`src/rtl/core/spmf_pkg.sv`:
```
// Package with the widths, constants, types and helpers of the scan peak matched filter.
`timescale 1ns / 1ps
package spmf_pkg;

    localparam int HIST_DEPTH = 1024;
    localparam int HIST_AW    = $clog2(HIST_DEPTH);
    localparam int POS_W      = 16;
    localparam int RATIO_W    = 32;
    localparam int FILT_W     = 37;
    localparam int PEAK_W     = 35;
    localparam int TAP_W      = 10;
    localparam int NUM_TAPS   = 5;
    localparam int ENTRY_W    = POS_W + RATIO_W;
    localparam int OUT_DATA_W = 184;

    localparam logic [POS_W-1:0] K_Q12  = 16'd103;
    localparam logic [POS_W-1:0] K_Q11  = 16'd710;
    localparam logic [POS_W-1:0] K_WING = 16'd156;

    localparam logic REG_PEAK_LOW  = 1'b0;
    localparam logic REG_PEAK_HIGH = 1'b1;

    // Tap slots in the order the sequencer reads them.
    localparam logic [2:0] TAP_Q12C = 3'd0;
    localparam logic [2:0] TAP_Q12L = 3'd1;
    localparam logic [2:0] TAP_Q11R = 3'd2;
    localparam logic [2:0] TAP_Q11C = 3'd3;
    localparam logic [2:0] TAP_Q11L = 3'd4;
    localparam logic [2:0] TAP_DONE = 3'd5;

    typedef enum logic [2:0] {
        S_IDLE,
        S_DECIDE,
        S_DIV_GO,
        S_DIV_WAIT,
        S_ENTER,
        S_TAP,
        S_EVAL,
        S_FIN
    } state_t;

    // Ring slot k entries behind the head.
    function automatic logic [HIST_AW-1:0] slot_back(input logic [HIST_AW-1:0] head,
                                                     input logic [TAP_W-1:0] k);
        logic [HIST_AW:0] diff;
        diff = {1'b0, head} - (HIST_AW + 1)'(k);
        if (diff[HIST_AW])
        begin
            diff = diff + (HIST_AW + 1)'(HIST_DEPTH);
        end
        return diff[HIST_AW-1:0];
    endfunction

endpackage

```
`src/rtl/core/spmf_div.sv`:
```
// Restoring divider, one quotient bit per cycle, for the tap offset computation.
`timescale 1ns / 1ps
module spmf_div
    import spmf_pkg::*;
(
    input  logic             clk,
    input  logic             rst_n,
    input  logic             start,
    input  logic [POS_W-1:0] num,
    input  logic [POS_W-1:0] den,
    output logic             done,
    output logic [TAP_W-1:0] quo
);

    logic [4:0]       cnt_reg;
    logic             run_reg;
    logic             done_reg;
    logic [POS_W:0]   rem_reg;
    logic [POS_W-1:0] dvd_reg;
    logic [POS_W-1:0] quo_reg;
    logic [POS_W-1:0] den_reg;
    logic [POS_W:0]   trial;
    logic             fits;

    assign trial = {rem_reg[POS_W-1:0], dvd_reg[POS_W-1]};
    assign fits  = trial >= {1'b0, den_reg};

    always_ff @(posedge clk or negedge rst_n)
    begin
        if (!rst_n)
        begin
            cnt_reg  <= '0;
            run_reg  <= 1'b0;
            done_reg <= 1'b0;
            rem_reg  <= '0;
            dvd_reg  <= '0;
            quo_reg  <= '0;
            den_reg  <= '0;
        end
        else
        begin
            done_reg <= 1'b0;
            if (start)
            begin
                cnt_reg <= 5'(POS_W);
                run_reg <= 1'b1;
                rem_reg <= '0;
                dvd_reg <= num;
                quo_reg <= '0;
                den_reg <= den;
            end
            else if (run_reg)
            begin
                rem_reg <= fits ? (trial - {1'b0, den_reg}) : trial;
                quo_reg <= {quo_reg[POS_W-2:0], fits};
                dvd_reg <= {dvd_reg[POS_W-2:0], 1'b0};
                cnt_reg <= cnt_reg - 5'd1;
                if (cnt_reg == 5'd1)
                begin
                    run_reg  <= 1'b0;
                    done_reg <= 1'b1;
                end
            end
        end
    end

    assign done = done_reg;
    // The numerators keep every quotient below 1024.
    assign quo  = quo_reg[TAP_W-1:0];

endmodule

```
`config.mk`:
```
export PLATFORM = sky130hd
export DESIGN_NAME = spmf_div
export DESIGN_NICKNAME = d
export VERILOG_FILES = /design/src/rtl/core/spmf_pkg.sv /design/src/rtl/core/spmf_div.sv
export SDC_FILE = /design/constraint.sdc
export NUM_CORES = 1
export LEC_CHECK = 0
export ABC_AREA = 1
export BUFFER_PORTS_ARGS = -buffer_cell sky130_fd_sc_hd__clkbuf_2
export CORE_ASPECT_RATIO = 0.7
export CORE_UTILIZATION = 50
export DETAILED_ROUTE_END_ITERATION = 7
export GPL_TIMING_DRIVEN = 1
export PLACE_DENSITY = 0.76
export SYNTH_ARGS = -nofsm -noshare
export SYNTH_HDL_FRONTEND = slang
export SYNTH_SLANG_ARGS = --single-unit
export TNS_END_PERCENT = 1
```
`constraint.sdc`:
```
create_clock -name clk -period 2.77 [get_ports clk]
set_clock_uncertainty 0.05 [all_clocks]
set_input_delay 0.4155 -clock clk [delete_from_list [all_inputs] [get_ports clk]]
set_output_delay 0.4155 -clock clk [all_outputs]
set_load 0.02 [all_outputs]
```
* Word level (Yosys, flattened, before mapping)
Index checks and enable logic that the tools add are counted.
** Storage, ports and cells
- Bits in registers :: 65
- Latch bits :: 0
- RAM bits :: 0
- ROM bits :: 0
- Input port bits :: 35
- Output and inout bits :: 11
- Word-level logic and storage cells :: 27
- Memories kept :: 0
** Operators by class
- Add/sub/neg operators :: 2
- $mul :: 0
- Div/mod/pow operators :: 0
- $lt $le $gt $ge :: 1
- Eq/ne operators :: 1
- Shifts and indexed selects :: 0
- Mux-type cells :: 15
- Bitwise operators :: 0
- Reductions and logical operators :: 1
** Operators with widths (count)
- $mux W16 :: 5
- $mux W10 :: 2
- $ge A17 B16 Y1 :: 1
- $sub A16 B16 Y16 :: 1
- $mux W5 :: 2
- $mux W1 :: 6
- $eq A5 B1 Y1 const B :: 1
- $sub A5 B1 Y5 const B :: 1
- $reduce_bool A2 Y1 :: 1

* Depth between registers and ports, before layout
- Depth in word-level cells :: 4
- Mapped depth :: 15
- Mapped depth without buffers :: 14

* Worst setup path before layout
Ideal clock, no wire load.
- Path type :: flip-flop to flip-flop
- Start point :: register rem_reg[11]
- End point :: register rem_reg[10]
- Library setup time :: 0.117 ns
- Arrival :: 1.606 ns
- Required time :: 2.603 ns
- Slack :: 0.996 ns
- Cell stages (with the launch flop) :: 13
- Buffers on the path :: 1
- Clock period less this slack :: 1.774 ns
- Cells stage by stage :: dfrtp_1 > ha_1 > nand2_1 > inv_2 > nand2_1 > nand2_1 > nand2_1 > nand2_2 > nor2_8 > buf_6 > nand3b_1 > nand3_1 > nand2_1
** Between the ends
- Longest elaborated chain between the ends :: 4
** Ends and longest elaborated chain
- from (decl) :: line spmf_div.sv:18 : logic [POS_W:0] rem_reg;
- from (signal assigned) :: line spmf_div.sv:54 : rem_reg <= fits ? (trial - {1'b0, den_reg}) : trial;
- $ge A17 B16 Y1 :: line spmf_div.sv:26 : assign fits = trial >= {1'b0, den_reg};
- $mux W16 :: line spmf_div.sv:54
- $mux W16 :: line spmf_div.sv:52 : else if (run_reg)
- $mux W16 :: line spmf_div.sv:43 : if (start)
Every way passes these cells. The select of a mux whose other input is x is not followed.
A chain may end at the register's enable or synchronous reset.

* Worst setup path after layout
- Start point :: register rem_reg[2]
- End point :: register rem_reg[14]
** Between the ends
- Longest elaborated chain between the ends :: 4
- Elaborated cells between the ends (all ways) :: 5
- Those cells by class :: add/sub (1); order compare (1); mux (3)
** Ends and longest elaborated chain (line)
- $sub A16 B16 Y16 or $ge A17 B16 Y1 (tied branches) :: spmf_div.sv:54, spmf_div.sv:26
- $mux W16 (*) :: spmf_div.sv:54
- $mux W16 (*) :: spmf_div.sv:52
- $mux W16 (*) :: spmf_div.sv:43
Mark *: on every way between the ends. The rest lies on a longest branch, timed or not. The select of a mux whose other input is x is not followed.

==> impl_metrics.toml <==
[status]
status = "completed"

[clocking]
clkTransAtPathRegs_ps = 50
cts_max_level = 3
cts_buffers = 9
root_buffer = "clkbuf_16"
clockBufferDepth = 2
cts_resized = 0
clock_latency_ps = 340
cts_tree = "done"
hold_buffers = 0
cts_setup_buffers = 0
clock_sinks = 65

[critical_path]
crit_path_start_kind = "flip-flop"
worstPathRequired_ps = 2940
regToRegSetupSlack_ps = 580
crit_fanout = 17
endpoint_kind = "flip-flop"
arrival_ps = 2360
critPathKind = "flip-flop to flip-flop"

[timing]
rsz0062_at_grt = "false"
setup_violations = 0
slew_headroom = 0.460
hold_violations = 0
worstMarginPinSlew_ps = 810
finalSetupTns_ps = 0
fmax_mhz = 456
fin_ws_ps = 579
post-route-period-util = 0.791
slew_viol_final = 0
period_minus_slack_ps = 2190

[detailed_routing]
avgRoutedWirePerCell_um = 13.7
wl_met3_um = 651
route.met2.wl_um = 4220
wl_um = 9330
routed.top_layer = "met4"
dr_total_vias = 3505
avgViaCountPerCell = 5.16
drt_iter0_markers = 219
drc = 0
wl_met1_um = 4380
antenna_left = 0
dr.pass1.iters = 5

[layout]
n_antenna_cell = 0
final_cell_mix = "nand2_1 (170), inv_1 (86), dfrtp_1 (65)"
fin_nets = 630
final_util = 0.610
fillers = 667
layout_commonest_cell = "nand2_1"
drive_gt1_frac = 0.182
area_growth_pct = 14.5

[job]
maxCapViolations = 0

[power_and_ir_drop]
powerDensity_mw_per_mm2 = 939
intPower_mw = 2.52
swShare = 0.414
p_total_mw = 4.30
p_leak_nw = 2.53
pwr-share-comb = 0.456
clkPwrFrac = 0.260
ir_worst_vdd_mv = 0.541
p_sw_mw = 1.78
power_frac_seq = 0.285

[synth]
ys_ff_latch = 65
synth_area_mm2 = 0.00400
ys_types = 34
netlist_instances = 532
synth_nets = 586
synth_warnings = 0
ys_seq_area_frac = 0.406
syn_avg_cell_area_um2 = 7.52

[floorplan]
start_util = 0.533
die_h_um = 76.9
io_pins = 46
rows = 26
core_mm2 = 0.00751
dieArea_mm2 = 0.00837
die_w_um = 109

[placed_design]
io_buffers = 45
dp_slack_ps = 609
gp_congestion = 0.912
place_hpwl_um = 7020

[global_route]
grt_pass1_wl_um = 15700
grt_util_all_layers = 0.246
gr-total-overflow = 0
antenna_found_initial = 0
grt_max_degree = 66
grt_pass1_vias = 3277

[min_path]
hold_class = "input pin to asynchronous set/reset pin"
-- worst max-delay path: stages, from the launching register on --
cell and delay, ps:
dfrtp_1 410, ha_1 410, nand2_2 150, inv_2 60, nand2_2 80, nand2_2 50, nand2_2 80, nand3_2 100
nand2_4 190, nand2_8 150, nand2_1 150, nand2_1 70, nand2_1 60, nand2_1 40
-- cells by family after synthesis --
family	Yosys count	share of synthesized area
and+or+nand+nor	271	0.315
AOI/OAI and AO/OA	57	0.0882
DFF	65	0.406
adders and majority gates	19	0.0613
buffers and inverters	114	0.116
xor gates and xnor gates	6	0.0131
-- synthesized netlist by cell type --
master	instances	area share
nand2_1	170	0.16
inv_1	86	0.081
dfrtp_1	65	0.41
nand3_1	32	0.040
o21ai_0	19	0.024
ha_1	18	0.056
nand2_2	18	0.028
nor2_1	15	0.014
o221ai_1	15	0.033
nand3b_1	12	0.023
a21oi_1	11	0.014
inv_2	11	0.010
clkbuf_1	10	0.0094
o22ai_1	9	0.014
nand4_1	6	0.0094
xnor2_1	5	0.011
buf_2	3	0.0038
nor2_2	3	0.0047
nor2_4	3	0.0084
nor3_1	3	0.0038
o21ai_1	3	0.0038
buf_6	2	0.0056
nand3_2	2	0.0050
and2_1	1	0.0016
buf_12	1	0.0050
clkinv_1	1	0.00094
fa_1	1	0.0050
nand2_4	1	0.0028
nand2_8	1	0.0050
nor2_8	1	0.0050
nor3_2	1	0.0025
nor4_1	1	0.0016
or2_1	1	0.0016
xor2_1	1	0.0022
-- worst paths after layout --
check                                       start                 endpoint  depth (start not counted)
max in group asynchronous                   rst_n   rem_reg[2]$_DFFE_PN0P_                          2
setup reg to reg           rem_reg[2]$_DFFE_PN0P_  rem_reg[14]$_DFFE_PN0P_                         13
setup / recovery           rem_reg[2]$_DFFE_PN0P_  rem_reg[14]$_DFFE_PN0P_                         13
hold / removal                              rst_n  den_reg[12]$_DFFE_PN0P_                          2
hold reg to reg            cnt_reg[3]$_DFFE_PN0P_   cnt_reg[3]$_DFFE_PN0P_                          1
min in group clk                           den[6]   den_reg[6]$_DFFE_PN0P_                          3
-- per-layer routing --
layer  vias to the layer above  GRT usage
li1                       1766          -
met1                      1632      0.334
met2                        97      0.372
met3                        10     0.0935
met4                         0     0.0459
met5                         -          0
-- cell type report --
type	instances	area [um^2]	share of cell area
clock buffers	10	239	0.0522
flip-flops and latches	65	1630	0.355
inverters	98	368	0.0803
repair buffers	49	255	0.0557
clock inverters	6	57.6	0.0126
well taps	98	123	0.0268
multi-input cells	353	1910	0.418
-- metrics by stage --
step                cells  hold slack, ps  instance area, um^2
finish                679             198                 4580
global route          679             235                 4580
CTS                   679             232                 4580
detailed placement    663             409                 4290
global placement      663             397                 4290
floorplan             532            69.9                 4000
-- power by group through the flow --
stage | logic [mW] | clock network, mW | registers [mW]
finish | 1.96 | 1.12 | 1.23
global route | 2.19 | 1.18 | 1.25
CTS | 1.94 | 1.13 | 1.23
detailed placement | 1.93 | 0 | 1.24
global placement | 1.88 | 0 | 1.24
floorplan | 1.57 | 0 | 1.22
Note: power is estimated with default switching activity, not from simulation.
